===== src/sv/bsws_pkg.sv =====
// Shared constants and types for the bounded stack with search.
package bsws_pkg;

  localparam int DEPTH   = 64;
  localparam int AW      = $clog2(DEPTH);
  localparam int WW      = 32;
  localparam int KIND_W  = 2;
  localparam int STAT_W  = 3;
  localparam int POS_W   = 6;
  localparam int FILL_W  = 7;
  localparam int LIMIT_W = 7;

  localparam logic [LIMIT_W-1:0] LIMIT_RESET = LIMIT_W'(50);
  localparam logic [FILL_W-1:0]  DEPTH_F     = FILL_W'(DEPTH);
  localparam logic [AW-1:0]      CNT_LAST    = AW'(DEPTH - 1);

  // kind[1] selects search; otherwise kind[0] picks pop over push
  localparam int KIND_SEARCH_BIT = 1;
  localparam int KIND_POP_BIT    = 0;

  typedef enum logic [STAT_W-1:0] {
    ST_PUSHED    = 3'd0,
    ST_OVERFLOW  = 3'd1,
    ST_POPPED    = 3'd2,
    ST_UNDERFLOW = 3'd3,
    ST_FOUND     = 3'd4,
    ST_NOTFOUND  = 3'd5
  } status_t;

  typedef enum logic [1:0] {
    SH_HOLD = 2'd0,
    SH_DOWN = 2'd1,
    SH_UP   = 2'd2
  } shift_t;

  typedef enum logic {
    S_IDLE = 1'b0,
    S_SCAN = 1'b1
  } state_t;

endpackage


===== src/sv/bounded_stack_with_search.sv =====
// Bounded LIFO stack of 32-bit words built from a chain of cells, top in cell 0.
// Push and pop: result registered, valid in the cycle after the request; next request the cycle after.
// Search: the chain rotates once through all DEPTH cells, one compare at the last cell
// per cycle; the result is registered after the rotation ends, busy meanwhile.
// Reset (rst_n low, synchronous): fill 0, limit 50, idle; the receiver cannot stall.
module bounded_stack_with_search (
  input  logic                                clk,
  input  logic                                rst_n,
  input  logic                                start,
  output logic                                busy,
  input  logic [bsws_pkg::KIND_W-1:0]         in_kind,
  input  logic signed [bsws_pkg::WW-1:0]      in_value,
  input  logic                                cfg_we,
  input  logic [bsws_pkg::LIMIT_W-1:0]        cfg_wdata,
  output logic                                out_valid,
  output logic [bsws_pkg::STAT_W-1:0]         out_status,
  output logic signed [bsws_pkg::WW-1:0]      out_data,
  output logic [bsws_pkg::POS_W-1:0]          out_position,
  output logic [bsws_pkg::FILL_W-1:0]         out_fill
);
  import bsws_pkg::*;

  logic [WW-1:0] cell_word [DEPTH];
  logic [WW-1:0] head_word;
  shift_t        shift;

  state_t             state_r, state_nxt;
  logic [FILL_W-1:0]  fill_r, fill_nxt;
  logic [LIMIT_W-1:0] limit_r;
  logic [AW-1:0]      cnt_r, cnt_nxt;
  logic [WW-1:0]      key_r, key_nxt;
  logic               found_r, found_nxt;
  logic [AW-1:0]      pos_r, pos_nxt;

  logic               out_valid_r, out_valid_nxt;
  status_t            out_status_r, out_status_nxt;
  logic [WW-1:0]      out_data_r, out_data_nxt;
  logic [POS_W-1:0]   out_pos_r, out_pos_nxt;
  logic [FILL_W-1:0]  out_fill_r, out_fill_nxt;

  logic [FILL_W-1:0]  eff_limit;
  logic [FILL_W-1:0]  scan_off;
  logic               scan_live;
  logic               hit;
  logic [AW-1:0]      hit_pos;

  genvar k;
  generate
    for (k = 0; k < DEPTH; k++) begin : g_cell
      logic [WW-1:0] prev_w;
      logic [WW-1:0] next_w;
      if (k == 0) begin : g_head
        assign prev_w = head_word;
      end else begin : g_body
        assign prev_w = cell_word[k-1];
      end
      if (k == DEPTH - 1) begin : g_tail
        assign next_w = '0;
      end else begin : g_inner
        assign next_w = cell_word[k+1];
      end
      bsws_cell u_cell (
        .clk       (clk),
        .shift     (shift),
        .prev_word (prev_w),
        .next_word (next_w),
        .word      (cell_word[k])
      );
    end
  endgenerate

  // bottom entry sits in cell fill-1; it reaches the last cell after DEPTH-fill steps
  assign eff_limit = (FILL_W'(limit_r) < DEPTH_F) ? FILL_W'(limit_r) : DEPTH_F;
  assign scan_off  = DEPTH_F - fill_r;
  assign scan_live = {1'b0, cnt_r} >= scan_off;
  assign hit       = scan_live && !found_r && (cell_word[DEPTH-1] == key_r);
  assign hit_pos   = cnt_r - scan_off[AW-1:0];

  always_comb begin
    state_nxt      = state_r;
    shift          = SH_HOLD;
    head_word      = cell_word[DEPTH-1];
    fill_nxt       = fill_r;
    cnt_nxt        = cnt_r;
    key_nxt        = key_r;
    found_nxt      = found_r;
    pos_nxt        = pos_r;
    out_valid_nxt  = 1'b0;
    out_status_nxt = out_status_r;
    out_data_nxt   = out_data_r;
    out_pos_nxt    = out_pos_r;
    out_fill_nxt   = out_fill_r;
    unique case (state_r)
      S_IDLE: begin
        if (start) begin
          if (in_kind[KIND_SEARCH_BIT]) begin
            state_nxt = S_SCAN;
            cnt_nxt   = '0;
            key_nxt   = in_value;
            found_nxt = 1'b0;
            pos_nxt   = '0;
          end else if (in_kind[KIND_POP_BIT]) begin
            out_valid_nxt = 1'b1;
            out_pos_nxt   = '0;
            if (fill_r != '0) begin
              shift          = SH_UP;
              fill_nxt       = fill_r - 1'b1;
              out_status_nxt = ST_POPPED;
              out_data_nxt   = cell_word[0];
              out_fill_nxt   = fill_r - 1'b1;
            end else begin
              out_status_nxt = ST_UNDERFLOW;
              out_data_nxt   = '0;
              out_fill_nxt   = fill_r;
            end
          end else begin
            out_valid_nxt = 1'b1;
            out_pos_nxt   = '0;
            out_data_nxt  = in_value;
            if (fill_r < eff_limit) begin
              shift          = SH_DOWN;
              head_word      = in_value;
              fill_nxt       = fill_r + 1'b1;
              out_status_nxt = ST_PUSHED;
              out_fill_nxt   = fill_r + 1'b1;
            end else begin
              out_status_nxt = ST_OVERFLOW;
              out_fill_nxt   = fill_r;
            end
          end
        end
      end
      S_SCAN: begin
        shift   = SH_DOWN;
        cnt_nxt = cnt_r + 1'b1;
        if (hit) begin
          found_nxt = 1'b1;
          pos_nxt   = hit_pos;
        end
        if (cnt_r == CNT_LAST) begin
          state_nxt      = S_IDLE;
          out_valid_nxt  = 1'b1;
          out_status_nxt = (found_r || hit) ? ST_FOUND : ST_NOTFOUND;
          out_data_nxt   = key_r;
          out_pos_nxt    = (found_r || hit) ? POS_W'(hit ? hit_pos : pos_r) : '0;
          out_fill_nxt   = fill_r;
        end
      end
      default: state_nxt = S_IDLE;
    endcase
  end

  always_ff @(posedge clk) begin
    if (!rst_n) begin
      state_r     <= S_IDLE;
      fill_r      <= '0;
      limit_r     <= LIMIT_RESET;
      out_valid_r <= 1'b0;
    end else begin
      state_r     <= state_nxt;
      fill_r      <= fill_nxt;
      out_valid_r <= out_valid_nxt;
      if (cfg_we) begin
        limit_r <= cfg_wdata;
      end
    end
  end

  always_ff @(posedge clk) begin
    cnt_r        <= cnt_nxt;
    key_r        <= key_nxt;
    found_r      <= found_nxt;
    pos_r        <= pos_nxt;
    out_status_r <= out_status_nxt;
    out_data_r   <= out_data_nxt;
    out_pos_r    <= out_pos_nxt;
    out_fill_r   <= out_fill_nxt;
  end

  assign busy         = (state_r == S_SCAN);
  assign out_valid    = out_valid_r;
  assign out_status   = out_status_r;
  assign out_data     = out_data_r;
  assign out_position = out_pos_r;
  assign out_fill     = out_fill_r;

  a_valid_not_busy: assert property (@(posedge clk) disable iff (!rst_n)
    out_valid |-> !busy)
    else $error("result strobe while scan still running");

  a_fill_bound: assert property (@(posedge clk) disable iff (!rst_n)
    fill_r <= DEPTH_F)
    else $error("fill above depth");

  a_pushpop_one_cycle: assert property (@(posedge clk) disable iff (!rst_n)
    (start && !busy && !in_kind[KIND_SEARCH_BIT]) |=> out_valid)
    else $error("push/pop request without result next cycle");

  a_search_busy: assert property (@(posedge clk) disable iff (!rst_n)
    (start && !busy && in_kind[KIND_SEARCH_BIT]) |=> (busy && !out_valid))
    else $error("search request did not start a scan");

  a_fill_out: assert property (@(posedge clk) disable iff (!rst_n)
    out_valid |-> (out_fill == fill_r))
    else $error("reported fill differs from held fill");

endmodule


===== src/sv/bsws_cell.sv =====
// One stack cell: holds a word, loads from the neighbor below or above.
module bsws_cell (
  input  logic                    clk,
  input  bsws_pkg::shift_t        shift,
  input  logic [bsws_pkg::WW-1:0] prev_word,
  input  logic [bsws_pkg::WW-1:0] next_word,
  output logic [bsws_pkg::WW-1:0] word
);
  import bsws_pkg::*;

  logic [WW-1:0] word_r;
  logic [WW-1:0] word_nxt;

  always_comb begin
    case (shift)
      SH_DOWN: word_nxt = prev_word;
      SH_UP:   word_nxt = next_word;
      default: word_nxt = word_r;
    endcase
  end

  always_ff @(posedge clk) begin
    word_r <= word_nxt;
  end

  assign word = word_r;

endmodule


===== config.mk =====
export PLATFORM = sky130hd
export DESIGN_NAME = bounded_stack_with_search
export DESIGN_NICKNAME = d
export VERILOG_FILES = /design/src/sv/bsws_pkg.sv /design/src/sv/bounded_stack_with_search.sv /design/src/sv/bsws_cell.sv
export SDC_FILE = /design/constraint.sdc
export NUM_CORES = 2
export LEC_CHECK = 0
export ABC_AREA = 1
export BUFFER_PORTS_ARGS = -buffer_cell sky130_fd_sc_hd__buf_2
export CORE_ASPECT_RATIO = 1.5
export CORE_MARGIN = 4
export CORE_UTILIZATION = 50
export DETAILED_ROUTE_END_ITERATION = 16
export PLACE_DENSITY = 0.73
export SYNTH_ARGS = -nofsm -noshare
export SYNTH_HDL_FRONTEND = slang
export SYNTH_HIERARCHICAL = 1
export SYNTH_SLANG_ARGS = --single-unit

===== constraint.sdc =====
create_clock -name clk -period 9.07 [get_ports clk]
set_input_delay 1.814 -clock clk [delete_from_list [all_inputs] [get_ports clk]]
set_output_delay 1.814 -clock clk [all_outputs]
set_load 0.01 [all_outputs]

* After elaboration in Yosys (flattened, before gate mapping)
Index checks and enable logic that the tools add are counted.
Operators by class: bitwise logic cells 2, add/subtract/negate cells 5, equality and inequality tests 9, reduce and logical (&&, ||, !) cells 11, mux-type cells 119, magnitude comparators 3
Operator list (number):
- 32-bit case mux with 2 select lines | 65
- 32-bit 2-to-1 mux | 10
- 7-bit 2-to-1 mux | 7
- 6-bit 2-to-1 mux | 7
- 6-bit case mux with 2 select lines | 3
- 32-bit == test | 1
- 7-bit case mux with 2 select lines | 1
- 1-bit 2-to-1 mux | 13
- 3-bit 2-to-1 mux | 4
- 3-bit AND reduction | 4
- 2-bit 2-to-1 mux | 4
- 7-bit by 1-bit adder with 7-bit output (second input constant) | 1
- 6-bit by 7-bit greater-or-equal comparator with 1-bit output | 1
- 7-bit less-than comparator | 1
- 7-bit less-than comparator (second input constant) | 1
- 7-bit nonzero test | 1
- 7-bit by 1-bit subtractor with 7-bit output (second input constant) | 1
- 7-bit subtractor (first input constant) | 1
- 6-bit by 1-bit adder with 6-bit output (second input constant) | 1
- 6-bit == test (second input constant) | 1
- 2-bit != test (second input constant) | 3
- 1-bit case mux with 2 select lines | 3
- 3-bit case mux with 2 select lines | 1
- 6-bit subtractor | 1
- other kinds (10) | 13
Storage, ports and cells: logic and storage cells 225, bits in registers 2157, input bits 45

* Logic depth before layout (Yosys ltp)
word-level depth 10, gate-level depth with buffers 18, gate-level depth less buffers 16

* Modules after synthesis
The synthesis kept the hierarchy.
By module, submodules not included:
- bsws_cell | cells each 139, area each 1472.7 um2, times used 64
- bounded_stack_with_search | cells each 753, area each 6178.4 um2, times used 1

* Worst setup path before layout
Ideal clock, no wire load.
kind input port to flip-flop, from input port in_kind[0] (netlist name), to register g_cell[0].u_cell.word_r[0], enable pin, setup time 0.387 ns, path slack 2.279 ns, cell stages on the path 6, data arrival time 6.404 ns, cell sequence clkinv_1 > nand2_1 > o21ai_0 > inv_1 > ha_1 > inv_1
On the way: word-level cells in the longest chain between the ends 6, elaborated cells on any way between the ends 7, those cells by class eq/ne (2); mux (4); reduce/logical (1)
Ends and longest elaborated chain:
- from (decl) | line bounded_stack_with_search.sv:11 | input logic [bsws_pkg::KIND_W-1:0] in_kind,
- 2-bit 2-to-1 mux * | line bounded_stack_with_search.sv:102 | end else if (in_kind[KIND_POP_BIT]) begin
- 2-bit 2-to-1 mux * | line bounded_stack_with_search.sv:96 | if (in_kind[KIND_SEARCH_BIT]) begin
- 2-bit 2-to-1 mux * | line bounded_stack_with_search.sv:95 | if (start) begin
- 2-bit case mux with 2 select lines * | line bounded_stack_with_search.sv:93 | unique case (state_r)
- net shift[0] | line bounded_stack_with_search.sv:25 | shift_t shift;
- 2-bit by 1-bit == test with 1-bit output or 2-bit == test (tied branches) | line bsws_cell.sv:15 | case (shift)
- 2-bit nonzero test (no source line) *
- to (signal assigned) | line bsws_cell.sv:23 | word_r <= word_nxt;
- to (decl) | line bsws_cell.sv:11 | logic [WW-1:0] word_r;
The timed path passes the listed nets; every way through them passes the cells marked *. A chain may end at the register's enable or synchronous reset.

* Worst setup path after layout
from input port in_kind[1] (netlist name), to register g_cell[46].u_cell.word_r[11], data pin
On the way: word-level cells in the longest chain between the ends 5, elaborated cells on any way between the ends 6, those cells by class eq/ne (2); mux (4)
Ends and longest elaborated chain:
- 2-bit 2-to-1 mux * | line bounded_stack_with_search.sv:96
- 2-bit 2-to-1 mux * | line bounded_stack_with_search.sv:95
- 2-bit case mux with 2 select lines * | line bounded_stack_with_search.sv:93
- net shift[1] | line bounded_stack_with_search.sv:25
- 2-bit == test or 2-bit by 1-bit == test with 1-bit output (tied branches) | line bsws_cell.sv:15
- 32-bit case mux with 2 select lines * | line bsws_cell.sv:15
- net g_cell[46].u_cell.word_nxt[11] | line bsws_cell.sv:12 | logic [WW-1:0] word_nxt;
- to (signal assigned) | line bsws_cell.sv:23
- to (decl) | line bsws_cell.sv:11
Marked as above.

==> run_results.csv <==
group,metric,value,unit
hold_path,min_path_type,"reg -> reg",
route,dr.first_iter.drc_count,6937,
setup_path,endpoint_kind,"flip-flop",
clock_network,htreeDepth,4,
sta,setup_tns,0,ps
clock_network,cts_buffers,204,
route,routed_via_density,5.24,
synthesis,syn_area,100000,um2
global_routing,grt_overflow,0,
clock_network,clk_path_buf_depth,4,
clock_network,cts.repair.resized,0,
final_layout,multiInputGateArea,28200,um2
pwr,ir_worst_vdd,0.000150,V
final_layout,drive_gt1_share,12.2,%
global_routing,grt_max_degree,73,
global_routing,grt_pass1_wl,373000,um
sta,skew,103,ps
global_routing,first_global_vias,64300,
sta,finalHoldViolCount,0,
setup_path,critPathKind,"in -> reg",
clock_network,root_buffer,"clkbuf_16",
sta,final-setup-viol-count,0,
final_layout,fillCellCount,17400,
outcome,status,"finished, final reports clean",
synthesis,yosysMostFrequentCell,"nand2_1",
floorplanning,rows,201,
final_layout,fin_nets,9734,
route,drc,0,
pwr,total_power,24.6,mW
route,avgRoutedWirePerCell,19.7,um
floorplanning,coreArea,200000,um2
floorplanning,ios,95,
route,ant_nets,0,
pwr,p_leak,44.9,nW
placed_design,dp_slack,3480,ps
final_layout,area_growth,4.64,%
synthesis,synth_area_leaders,"edfxtp_1 (64%), nand2_1 (21%), nand2_2 (4.0%), clkbuf_8 (2.6%), buf_6 (2.2%)",
placed_design,port-buffer-count,94,
sta,fin_crit,4850,ps
synthesis,ys_seq_elements,2157,
placed_design,routabilityCongestion,1.02,
sta,rsz0062_at_grt,"false",
synthesis,synth_top_cell_area_share,64.0,%
final_layout,seq_area,64600,um2
route,drtPass1Iterations,8,
synthesis,yosys_warnings,6,
synthesis,syn_avg_cell_area,10.4,um2
setup_path,worstPathMaxFanout,64,
clock_network,clk_pin_slew_worst_paths,70,ps
sta,drv_slew,0,
placed_design,dp_hpwl,177000,um
setup_path,slowest_delay,1160,ps
floorplanning,die_area,208000,um2
floorplanning,fp.dieH,557,um
sta,tightest_slew,1330,ps
clock_network,clkLatencyLatePin,860,ps
sta,relSlewSlack,11.4,%
sta,setup_slack,4220,ps
sta,fin_crit_sh,53.5,%
floorplanning,die_x,374,um
clock_network,cts_tree,"built",
setup_path,crit_arrival,5440,ps
global_routing,grt_util_all_layers,22.8,%
setup_path,worst_setup_path_start_kind,"input port",
synthesis,synth_common_cells,"nand2_1 (5723), edfxtp_1 (2141), nand2_2 (642)",
setup_path,cpMaxStageDelayCell,"ha_1",
synthesis,synth_edf_count,2141,
sta,max_freq,206,MHz
synthesis,synthArstFlopShare,0,%
route,route.vias.total,65000,
synthesis,synth_cell_type_count,39,
clock_network,postCtsSetupBuffers,0,
clock_network,cts_sinks,2157,
global_routing,antenna_found_initial,1,
clock_network,cts_hold_buf,0,
setup_path,critPathTopFamily,"simple AND/OR/NAND/NOR gates",
setup_path,crit_required,9660,ps
setup_path,cpMostUsedCell,"nand2_1",
pwr,power_density,234,nW/um2
synthesis,syn_inst,9649,
setup_path,crit_buf_inv,5,
synthesis,yosysTopAreaCell,"edfxtp_1",
synthesis,seq_area_frac_synth,64.3,%
synthesis,synth_ff_type,"edfxtp_1",
route,wl,244000,um
setup_path,worstPathCellList,"buf_2, inv_1, nand2_1, nor2_1, inv_1, nor2_4, buf_12, ha_1, inv_8, nand2_1, nand2_1",
floorplanning,initial_core_util,50.2,%
flow_run,maxCapViolations,0,
setup_path,r2r_slack,4380,ps
==> cell families after synthesis <==
kind of cell	synth area share, %
adders and majority gates	1.00
buffers and inverters	7.77
and+or+nand+nor	26.0
DFF	64.3
other	0.00373
AOI/OAI and AO/OA	0.736
xor gates and xnor gates	0.157
==> through the flow <==
stage                     cell area (um2)  hold WS (ps)  instances  util, %
after CTS                          105000           463      12400     52.6
after global placement              98900           447      12000     49.5
final                              105000           455      12400     52.6
after global routing               105000           477      12400     52.6
after detailed placement            98900           447      12000     49.5
after floorplan                    101000           429       9680        -
==> power by group <==
group	internal, mW	switching (mW)
combinational	0.741	1.82
clock	4.49	3.65
sequential	12.8	1.04
==> metal layers <==
metal,vias up,global-route usage [%],share of wire (%)
li1,30800,-,-
met1,31100,27.6,38
met2,2584,39.6,49
met3,517,3.01,6.6
met4,0,12.5,6.2
met5,-,0,0
==> worst register-to-register path, delay by kind of cell, from the launching register on <==
family                     cells  cell delay (ps)
buffers and inverters          6             3480
AOI/OAI and AO/OA              1              180
adders and majority gates      1              310
DFF                            1              370
==> path summary, 6_finish.rpt <==
path                   start                         end  cells past startpoint
setup / recovery  in_kind[1]  g_cell[46].u_cell/word[11]                     11
hold / removal    limit_r[5]                  limit_r[5]                      2
setup reg to reg        busy  g_cell[60].u_cell/word[10]                      8
hold reg to reg   limit_r[5]                  limit_r[5]                      2
==> state kept, by name (all words and copies together), names as in the netlist <==
signal and count:
busy 1, out_position 6, out_valid 1, out_fill 7, g_cell.u_cell/word 2048, out_data 32, found_r 1, out_status 3
fill_r 7, cnt_r 6, key_r 32, limit_r 7, pos_r 6
==> layout by cell type (no fill, tap or decap), types with 3 or more instances in the layout <==
cell type,Yosys,final
ha_1,79,79
buf_4,2,103
nor2_2,3,3
clkbuf_16,0,207
a22oi_1,26,26
clkinvlp_4,0,8
conb_1,1,32
diode_2,0,3
nand2_1,5723,5722
inv_8,64,64
dfxtp_1,16,15
clkinv_2,0,35
inv_1,220,219
buf_2,8,94
xor2_1,13,13
a21oi_1,77,77
nand3_1,22,22
o21ai_0,24,23
bufinv_16,0,12
clkinv_1,1,53
nand4_1,10,10
nor2_1,81,80
xnor2_1,5,5
inv_2,9,9
nand2_2,642,643
clkbuf_1,15,34
edfxtp_1,2141,2141
==> layout make-up <==
type | count | area share, %
Clock buffer | 241 | 5.05
Timing Repair Buffer | 198 | 1.20
Sequential cell | 2157 | 61.5
Multi-Input combinational cell | 6754 | 26.8
Clock inverter | 111 | 0.816
Antenna cell | 3 | 0.00714
Inverter | 294 | 1.51
Tap cell | 2639 | 3.14
(Power assumes the default switching activity.)
